`src/rtl/rrts_pkg.sv`:
```
// Shared types, codes and sizes for the round-robin thread scheduler.
// Depends on nothing.
package rrts_pkg;

	localparam int MAX_THREADS = 16;
	localparam int ID_W        = 4;
	localparam int NUM_IDS     = 16;
	localparam int CNT_W       = $clog2(MAX_THREADS + 1);
	localparam int QIDX_W      = $clog2(MAX_THREADS);
	localparam int TIME_W      = 16;
	localparam int CFG_W       = 16;

	localparam logic [2:0] FN_TICK   = 3'd0;
	localparam logic [2:0] FN_ADD    = 3'd1;
	localparam logic [2:0] FN_REMOVE = 3'd2;
	localparam logic [2:0] FN_START  = 3'd3;
	localparam logic [2:0] FN_STATUS = 3'd4;

	localparam logic [1:0] EV_NONE    = 2'd0;
	localparam logic [1:0] EV_DESTROY = 2'd1;
	localparam logic [1:0] EV_SWITCH  = 2'd2;
	localparam logic [1:0] EV_REJECT  = 2'd3;

	localparam logic [1:0] ST_RUNNABLE = 2'd0;
	localparam logic [1:0] ST_ZOMBIE   = 2'd1;

	localparam logic CFG_QUANTUM = 1'b0;
	localparam logic CFG_IDLE    = 1'b1;

	localparam logic [TIME_W-1:0] QUANTUM_RST = 16'd10;

	typedef struct packed {
		logic [2:0]      func;
		logic [ID_W-1:0] thread_id;
		logic [1:0]      new_status;
	} in_item_t;

	typedef struct packed {
		logic [1:0]      event_kind;
		logic [ID_W-1:0] subject_thread;
		logic [ID_W-1:0] previous_thread;
		logic            previous_valid;
		logic            last;
	} out_item_t;

	typedef enum logic [2:0] {
		EM_NONE,
		EM_RESULT,
		EM_REJECT,
		EM_DESTROY,
		EM_FINISH
	} emit_t;

	typedef struct packed {
		logic  accept;
		logic  dec_time;
		logic  push_tid;
		logic  rem_load;
		logic  rotate;
		logic  write_status;
		logic  clr_rvalid;
		logic  pop_sel;
		logic  sel_empty;
		logic  st_addr_run;
		emit_t emit;
	} cmd_t;

	typedef struct packed {
		logic [2:0] func;
		logic       count_zero;
		logic       count_full;
		logic       time_le1;
		logic       run_is_tid;
		logic       rem_zero;
		logic       st_zombie;
		logic       out_free;
	} stat_t;

endpackage

```
`src/rtl/rrts_ctrl.sv`:
```
// Sequencer for the scheduler: walks each transaction through its steps.
// Depends on rrts_pkg.
module rrts_ctrl (
	input  logic          clk,
	input  logic          arst_n,
	input  logic          req_valid,
	output logic          req_stall,
	input  rrts_pkg::stat_t stat,
	output rrts_pkg::cmd_t  cmd
);
	import rrts_pkg::*;

	typedef enum logic [2:0] {
		S_IDLE,
		S_DISPATCH,
		S_REMOVE,
		S_ELECT,
		S_CHECK,
		S_FINISH,
		S_RESULT
	} state_t;

	state_t state_q, state_d;

	assign req_stall = (state_q != S_IDLE);

	always_comb begin
		cmd     = '0;
		cmd.emit = EM_NONE;
		state_d = state_q;
		case (state_q)
			S_IDLE: begin
				if (req_valid) begin
					cmd.accept = 1'b1;
					state_d    = S_DISPATCH;
				end
			end
			S_DISPATCH: begin
				case (stat.func)
					FN_TICK: begin
						cmd.dec_time = 1'b1;
						state_d      = stat.time_le1 ? S_ELECT : S_RESULT;
					end
					FN_ADD: begin
						if (!stat.count_full) begin
							cmd.push_tid = 1'b1;
							state_d      = S_RESULT;
						end else if (stat.out_free) begin
							cmd.emit = EM_REJECT;
							state_d  = S_IDLE;
						end
					end
					FN_REMOVE: begin
						if (stat.run_is_tid) begin
							cmd.clr_rvalid = 1'b1;
							state_d        = S_ELECT;
						end else begin
							cmd.rem_load = 1'b1;
							state_d      = S_REMOVE;
						end
					end
					FN_START:  state_d = S_ELECT;
					FN_STATUS: begin
						cmd.write_status = 1'b1;
						state_d          = S_RESULT;
					end
					default:   state_d = S_RESULT;
				endcase
			end
			S_REMOVE: begin
				if (stat.rem_zero) begin
					state_d = S_RESULT;
				end else begin
					cmd.rotate = 1'b1;
				end
			end
			S_ELECT: begin
				cmd.st_addr_run = 1'b1;
				if (stat.count_zero) begin
					cmd.sel_empty = 1'b1;
					state_d       = S_FINISH;
				end else begin
					cmd.pop_sel = 1'b1;
					state_d     = S_CHECK;
				end
			end
			S_CHECK: begin
				if (!stat.st_zombie) begin
					state_d = S_FINISH;
				end else if (stat.out_free) begin
					cmd.emit = EM_DESTROY;
					state_d  = S_ELECT;
				end
			end
			S_FINISH: begin
				if (stat.out_free) begin
					cmd.emit = EM_FINISH;
					state_d  = S_IDLE;
				end
			end
			S_RESULT: begin
				if (stat.out_free) begin
					cmd.emit = EM_RESULT;
					state_d  = S_IDLE;
				end
			end
			default: state_d = S_IDLE;
		endcase
	end

	always_ff @(posedge clk or negedge arst_n) begin
		if (!arst_n) begin
			state_q <= S_IDLE;
		end else begin
			state_q <= state_d;
		end
	end

endmodule

```
`src/rtl/rrts_dp.sv`:
```
// Scheduler datapath: ready queue, status table, running thread, quantum
// timer, configuration and result register. Depends on rrts_pkg.
module rrts_dp (
	input  logic                      clk,
	input  logic                      arst_n,
	input  rrts_pkg::in_item_t        req,
	input  logic                      cfg_we,
	input  logic                      cfg_index,
	input  logic [rrts_pkg::CFG_W-1:0] cfg_data,
	input  rrts_pkg::cmd_t            cmd,
	output rrts_pkg::stat_t           stat,
	output logic                      rsp_valid,
	input  logic                      rsp_stall,
	output rrts_pkg::out_item_t       rsp
);
	import rrts_pkg::*;

	logic [TIME_W-1:0] quantum_q;
	logic [ID_W-1:0]   idle_q;
	in_item_t          item_q;
	logic [ID_W-1:0]   queue_q [MAX_THREADS];
	logic [CNT_W-1:0]  count_q;
	logic [CNT_W-1:0]  rem_q;
	logic [ID_W-1:0]   run_q;
	logic              rvalid_q;
	logic [TIME_W-1:0] time_q;
	logic [1:0]        status_q [NUM_IDS];
	logic [ID_W-1:0]   sel_q;
	logic              out_valid_q;
	out_item_t         out_q;

	logic [ID_W-1:0]   head;
	logic [ID_W-1:0]   st_addr;
	logic [1:0]        st_rd;
	logic              out_free;
	logic              keep_run;
	logic              rot_keep;
	logic [QIDX_W-1:0] tail_idx;
	logic [QIDX_W-1:0] last_idx;
	logic              count_full;
	out_item_t         pay;

	assign head       = queue_q[0];
	assign st_addr    = cmd.st_addr_run ? run_q : sel_q;
	assign st_rd      = status_q[st_addr];
	assign out_free   = !out_valid_q || !rsp_stall;
	assign keep_run   = rvalid_q && (sel_q == run_q);
	assign rot_keep   = (head != item_q.thread_id);
	assign tail_idx   = count_q[QIDX_W-1:0];
	assign last_idx   = tail_idx - 1'b1;
	assign count_full = (count_q == CNT_W'(MAX_THREADS));

	assign stat.func       = item_q.func;
	assign stat.count_zero = (count_q == '0);
	assign stat.count_full = count_full;
	assign stat.time_le1   = (time_q <= TIME_W'(1));
	assign stat.run_is_tid = rvalid_q && (run_q == item_q.thread_id);
	assign stat.rem_zero   = (rem_q == '0);
	assign stat.st_zombie  = (st_rd == ST_ZOMBIE);
	assign stat.out_free   = out_free;

	assign rsp_valid = out_valid_q;
	assign rsp       = out_q;

	// Result payload for the current emit code.
	always_comb begin
		pay = '0;
		case (cmd.emit)
			EM_RESULT: begin
				pay.subject_thread = rvalid_q ? run_q : '0;
				pay.last           = 1'b1;
			end
			EM_REJECT: begin
				pay.event_kind     = EV_REJECT;
				pay.subject_thread = item_q.thread_id;
				pay.last           = 1'b1;
			end
			EM_DESTROY: begin
				pay.event_kind     = EV_DESTROY;
				pay.subject_thread = sel_q;
			end
			EM_FINISH: begin
				pay.last = 1'b1;
				if (keep_run) begin
					pay.subject_thread = run_q;
				end else begin
					pay.event_kind      = EV_SWITCH;
					pay.subject_thread  = sel_q;
					pay.previous_thread = rvalid_q ? run_q : '0;
					pay.previous_valid  = rvalid_q;
				end
			end
			default: pay = '0;
		endcase
	end

	always_ff @(posedge clk) begin
		if (cmd.accept) begin
			item_q <= req;
		end
		if (cmd.emit != EM_NONE) begin
			out_q <= pay;
		end
		if (cmd.pop_sel) begin
			sel_q <= head;
		end else if (cmd.sel_empty) begin
			sel_q <= (rvalid_q && (st_rd == ST_RUNNABLE)) ? run_q : idle_q;
		end
		// Ready queue: shift toward the head on a pop or rotate, append at the tail.
		if (cmd.pop_sel || cmd.rotate) begin
			for (int i = 0; i < MAX_THREADS - 1; i++) begin
				queue_q[i] <= queue_q[i+1];
			end
			if (cmd.rotate && rot_keep) begin
				queue_q[last_idx] <= head;
			end
		end else if (cmd.push_tid) begin
			queue_q[tail_idx] <= item_q.thread_id;
		end else if (cmd.emit == EM_FINISH && !keep_run && rvalid_q && !count_full) begin
			queue_q[tail_idx] <= run_q;
		end
	end

	always_ff @(posedge clk or negedge arst_n) begin
		if (!arst_n) begin
			quantum_q   <= QUANTUM_RST;
			idle_q      <= '0;
			count_q     <= '0;
			rem_q       <= '0;
			run_q       <= '0;
			rvalid_q    <= 1'b0;
			time_q      <= '0;
			out_valid_q <= 1'b0;
			for (int i = 0; i < NUM_IDS; i++) begin
				status_q[i] <= ST_RUNNABLE;
			end
		end else begin
			if (cfg_we) begin
				case (cfg_index)
					CFG_QUANTUM: quantum_q <= cfg_data;
					CFG_IDLE:    idle_q    <= cfg_data[ID_W-1:0];
					default:     ;
				endcase
			end
			if (cmd.emit != EM_NONE) begin
				out_valid_q <= 1'b1;
			end else if (!rsp_stall) begin
				out_valid_q <= 1'b0;
			end
			if (cmd.dec_time && (time_q != '0)) begin
				time_q <= time_q - 1'b1;
			end
			if (cmd.write_status) begin
				status_q[item_q.thread_id] <= item_q.new_status;
			end
			if (cmd.rem_load) begin
				rem_q <= count_q;
			end else if (cmd.rotate) begin
				rem_q <= rem_q - 1'b1;
			end
			if (cmd.clr_rvalid) begin
				rvalid_q <= 1'b0;
			end
			if (cmd.emit == EM_DESTROY && keep_run) begin
				rvalid_q <= 1'b0;
			end
			// Queue occupancy.
			if (cmd.pop_sel || (cmd.rotate && !rot_keep)) begin
				count_q <= count_q - 1'b1;
			end else if (cmd.push_tid) begin
				count_q <= count_q + 1'b1;
			end else if (cmd.emit == EM_FINISH && !keep_run && rvalid_q && !count_full) begin
				count_q <= count_q + 1'b1;
			end
			if (cmd.emit == EM_FINISH) begin
				time_q   <= quantum_q;
				run_q    <= sel_q;
				rvalid_q <= 1'b1;
			end
		end
	end

endmodule

```
`src/rtl/round_robin_thread_scheduler.sv`:
```
// Top level of the round-robin thread scheduler.
// Depends on rrts_pkg, rrts_ctrl and rrts_dp.
//
// Round-robin scheduler with a time quantum. Each request transaction
// carries a function code (tick, add thread, remove thread, start, set
// status) and yields one or more response transactions; the last one of a
// request has last set. A tick counts down the quantum and, when it runs
// out, elects the head of the FIFO ready queue; zombies popped on the way
// come out as destroy events. With the queue empty the running thread keeps
// the CPU while runnable, else the idle thread is elected, and a switch
// puts the old thread back at the tail of the queue. One request is worked
// on at a time and req_stall stays high until its final response is loaded
// into the output register. A request is accepted, then dispatched, then
// its response is loaded; an add on a full queue is rejected from the
// dispatch step. An election pops queue entries (each popped zombie and
// the elected thread) through the elect and check steps, or goes straight
// to the finish step when the queue is empty; removing a thread that is
// not running walks the whole queue, one entry per cycle, and then sees
// the walk end. The sequencer in rrts_ctrl and the shifting queue in
// rrts_dp set these steps. Configuration writes (quantum_ticks at index 0,
// idle_thread at index 1) are taken in any cycle but are meant to land while idle.
module round_robin_thread_scheduler (
	input  logic                        clk,
	input  logic                        arst_n,
	input  logic                        req_valid,
	output logic                        req_stall,
	input  rrts_pkg::in_item_t          req,
	output logic                        rsp_valid,
	input  logic                        rsp_stall,
	output rrts_pkg::out_item_t         rsp,
	input  logic                        cfg_we,
	input  logic                        cfg_index,
	input  logic [rrts_pkg::CFG_W-1:0]  cfg_data
);
	import rrts_pkg::*;

	cmd_t  cmd;
	stat_t stat;

	rrts_ctrl u_ctrl (
		.clk       (clk),
		.arst_n    (arst_n),
		.req_valid (req_valid),
		.req_stall (req_stall),
		.stat      (stat),
		.cmd       (cmd)
	);

	rrts_dp u_dp (
		.clk       (clk),
		.arst_n    (arst_n),
		.req       (req),
		.cfg_we    (cfg_we),
		.cfg_index (cfg_index),
		.cfg_data  (cfg_data),
		.cmd       (cmd),
		.stat      (stat),
		.rsp_valid (rsp_valid),
		.rsp_stall (rsp_stall),
		.rsp       (rsp)
	);

endmodule

```
`config.mk`:
```
export PLATFORM = sky130hd
export DESIGN_NAME = round_robin_thread_scheduler
export DESIGN_NICKNAME = d
export VERILOG_FILES = /design/src/rtl/rrts_pkg.sv /design/src/rtl/rrts_ctrl.sv /design/src/rtl/rrts_dp.sv /design/src/rtl/round_robin_thread_scheduler.sv
export SDC_FILE = /design/constraint.sdc
export NUM_CORES = 1
export LEC_CHECK = 0
export BUFFER_PORTS_ARGS = -buffer_cell sky130_fd_sc_hd__buf_2
export CORE_ASPECT_RATIO = 1.5
export CORE_MARGIN = 8
export CORE_UTILIZATION = 65
export DETAILED_ROUTE_END_ITERATION = 16
export GPL_TIMING_DRIVEN = 0
export HOLD_SLACK_MARGIN = 0.1
export PLACE_DENSITY = 0.84
export SLEW_MARGIN = 20
export SYNTH_ARGS = -nofsm -noshare
export SYNTH_HDL_FRONTEND = slang
export SYNTH_HIERARCHICAL = 1
export SYNTH_SLANG_ARGS = --single-unit
```
`constraint.sdc`:
```
create_clock -name clk -period 9.2 [get_ports clk]
set_clock_uncertainty 0.2 [all_clocks]
set_input_delay 0 -clock clk [delete_from_list [all_inputs] [get_ports clk]]
set_output_delay 0 -clock clk [all_outputs]
set_load 0.05 [all_outputs]
```
==> flow_summary.json <==
{
  "avgSynthCellArea_um2": 12.2,
  "p_int_mw": 1.95,
  "dieArea_um2": 18000,
  "nFillCells": 814,
  "grt_pass1_vias": 6779,
  "antenna_left": 0,
  "synthCells": 739,
  "num_antenna_cells": 0,
  "reg2reg_from": "u_ctrl/state_q[2]$_DFFE_PN0P_",
  "num_vias": 6309,
  "syn_area_um2": 9010,
  "post-synth-top-count-cell": "mux2_2",
  "detail_route.vias_per_cell": 6.15,
  "rows": 52,
  "max-slew-margin-rel_pct": 37.3,
  "irDropWorstVdd_v": 0.000182,
  "synth_compound_area_share_pct": 8.06,
  "finalHoldViolCount": 0,
  "ys.warnings.count": 6,
  "synth.area.top_cells": "edfxtp_1 (30%), dfrtp_1 (24%), mux2_2 (14%), nand2_1 (3.1%), mux4_2 (2.0%)",
  "rsz0062_at_grt": "false",
  "cpPeakStageDelay_ns": 0.78,
  "power_mw": 3.16,
  "clkPwrFrac_pct": 22.3,
  "synthAdderAreaFrac_pct": 1.47,
  "startpoint": "u_ctrl/state_q[2]$_DFFE_PN0P_",
  "cp-start-kind": "flip-flop",
  "powerDensity_nw_per_um2": 300,
  "multi_input_area_um2": 3910,
  "synth_common_cells": "mux2_2 (114), edfxtp_1 (89), dfrtp_1 (85)",
  "cts_sinks": 176,
  "max_freq_mhz": 150,
  "cts_buffers": 17,
  "cts_tree": "built",
  "drive_above_1_share_pct": 27.0,
  "insertion_delay_ns": 0.43,
  "area_growth_pct": 16.9,
  "rr_endpoint": "u_dp/queue_q[8][1]$_DFFE_PP_",
  "clk_pin_slew_ns": 0.07,
  "portBuffers": 44,
  "synth_top_family_by_area": "multiplexers",
  "synth.distinct_cells": 75,
  "fin_nets": 892,
  "setup_violations": 0,
  "switching_share_pct": 38.2,
  "hp-class": "primary input to flip-flop",
  "p_switching_mw": 1.21,
  "track_usage_pct": 23.8,
  "grt_pass1_wl_um": 34100,
  "p_leak_nw": 4.23,
  "wirelength_um": 20500,
  "fin_crit_sh_pct": 72.5,
  "synthSimpleGateAreaFrac_pct": 12.4,
  "gr-total-overflow": 0,
  "status": "complete, no violations",
  "dpl.hpwl_um": 14300,
  "grt_max_degree": 61,
  "cts_max_level": 4,
  "cp_slowest_cell": "mux2i_1",
  "synth_top_cell_by_area": "edfxtp_1",
  "cts.hold.buffers_added": 48,
  "pin_count": 45,
  "synth_edf_count": 89,
  "clockRootBuffer": "clkbuf_16",
  "worstPathArrival_ns": 6.76,
  "sequentialPowerShare_pct": 40.5,
  "core_um2": 13500,
  "finalMaxSlewViolations": 0,
  "rrSetupSlack_ns": 2.53,
  "tns_ns": 0,
  "path_cells": "and3b_1 -> buf_2 -> mux2i_1 -> mux4_2 -> mux2i_1 -> mux2i_1 -> a21boi_0 -> nand2_1 -> nor2_1 -> a21oi_1 -> nor3b_1 -> nand4bb_1 -> a41oi_1 -> nand4_1 -> o22ai_1 -> o21ai_1 -> clkbuf_1 -> mux2_2",
  "synth_nets": 780,
  "synth_seq_area_share_pct": 53.8,
  "start_util_pct": 66.6,
  "cts_setup_buffers": 0,
  "final.min_clock_period_ns": 6.67,
  "crit_end": "u_dp/queue_q[8][1]$_DFFE_PP_",
  "die_w_um": 112,
  "cts_max_path_buffers": 2,
  "drcViolationCount": 0,
  "wl_per_cell_um": 19.9,
  "reg2regPathDepth": 18,
  "pwr-share-comb_pct": 37.3,
  "die_height_um": 160,
  "crit_required_ns": 9.29,
  "max_cap_violations": 0,
  "worst_pin_slew_ns": 0.914,
  "crit_path_max_fanout": 10,
  "cts_repair_resize_count": 0,
  "synth_ff_type": "edfxtp_1",
  "crit_top_cell": "mux2i_1",
  "ys_seq_elements": 176,
  "endpoint_kind": "flip-flop",
  "synth.area.mux_share_pct": 17.9,
  "post_synth_xor_area_fraction_pct": 3.50,
  "yosys.area.top_type_share_pct": 29.7,
  "grt_antenna_before_repair": 0,
  "regArea_um2": 4850,
  "gp_congestion": 0.908,
  "crit_type": "flip-flop to flip-flop",
  "drt-pass1-iter-count": 5,
  "async_flop_share_pct": 49.4,
  "drt_iter0_drc": 435
}
[kinds of logic (layout without fill, tap and decap cells)]
logic type / count (synthesis) / after routing
flops: 176 / 176
mux: 136 / 136
xor+xnor: 36 / 36
compound gates: 104 / 104
simple gates: 217 / 217
fa+ha+maj: 10 / 10
buf+inv: 60 / 185
[through the flow]
step	instance area, um^2	hold WS, ns	utilization, %	instances	setup WS (ns)
2_1_floorplan	9010	-0.496	-	739	4.03
3_3_place_gp	9440	-0.0239	69.7	945	2.87
3_5_place_dp	9470	-0.249	70.0	946	2.70
4_1_cts	10500	0.127	77.8	1026	2.66
5_1_grt	10500	0.153	77.8	1026	2.30
6_report	10500	0.139	77.8	1026	2.53
[flip-flops by register name (all words and copies together) (netlist names)]
name and flops:
u_dp/queue_q 64, u_dp/status_q 32, u_dp/quantum_q 16, u_dp/time_q 16, u_dp/rsp 12, u_dp/item_q 6
u_dp/count_q 5, u_dp/rem_q 5, u_dp/idle_q 4, u_dp/run_q 4, u_dp/sel_q 4, u_ctrl/state_q 3
u_dp/stat 3, u_dp/rsp_valid 1, u_dp/rvalid_q 1
[layer usage]
layer  up-vias  share of wire [%]  track usage, %
met5         -                  0               0
met4         0                2.7            9.86
met3        51                4.2            4.27
met2       200                 56            44.7
met1      3144                 37            25.4
li1       2914                  -               -
[worst max-delay path, delay by kind of cell, from the launching register on]
| kind | cells | cell delay, ns |
|---|---|---|
| mux | 5 | 2.05 |
| simple gates | 6 | 1.77 |
| compound gates | 5 | 1.29 |
| buf+inv | 2 | 0.73 |
| flops | 1 | 0.47 |
[cell usage in the layout (no fill, tap or decap), drive strengths merged, types with 12 or more instances in the layout]
cell type    count
a21oi           20
buf             58
clkbuf          45
dfrtp           85
dlygate4sd3     47
edfxtp          89
inv             27
mux2           116
mux2i           12
nand2           75
nand2b          13
nor2            42
nor2b           12
nor3            12
o21ai           38
xnor2           17
xor2            19
[power groups by stage]
stage | Sequential, mW | Combinational [mW] | Clock (mW)
2_1_floorplan | 1.31 | 0.798 | 0
3_3_place_gp | 1.27 | 1.07 | 0
3_5_place_dp | 1.29 | 1.14 | 0
4_1_cts | 1.28 | 1.17 | 0.717
5_1_grt | 1.30 | 1.28 | 0.745
6_report | 1.28 | 1.18 | 0.704
[area by class of cell]
type	count	share of cell area (%)
Sequential cell	176	46.1
Tap cell	162	1.92
Clock inverter	14	1.40
Buffer	39	1.65
Inverter	21	0.748
Clock buffer	18	4.07
Timing Repair Buffer	93	7.03
Multi-Input combinational cell	503	37.1
[worst min-delay path by stage]
stage	startpoint	endpoint	slack, ns	cells after the start
after floorplan	arst_n	u_ctrl/state_q[0]$_DFFE_PN0P_	-0.50	0
after global placement	req[1]	u_dp/item_q[1]$_DFFE_PP_	-0.02	1
after detailed placement	arst_n	u_dp/status_q[12]$_DFFE_PN0P_	-0.25	1
after CTS	cfg_data[8]	u_dp/quantum_q[8]$_DFFE_PN0P_	0.13	3
after global routing	cfg_data[6]	u_dp/quantum_q[6]$_DFFE_PN0P_	0.15	3
final	cfg_data[11]	u_dp/quantum_q[11]$_DFFE_PN0P_	0.14	3
Note: power is estimated with default switching activity, not from simulation.
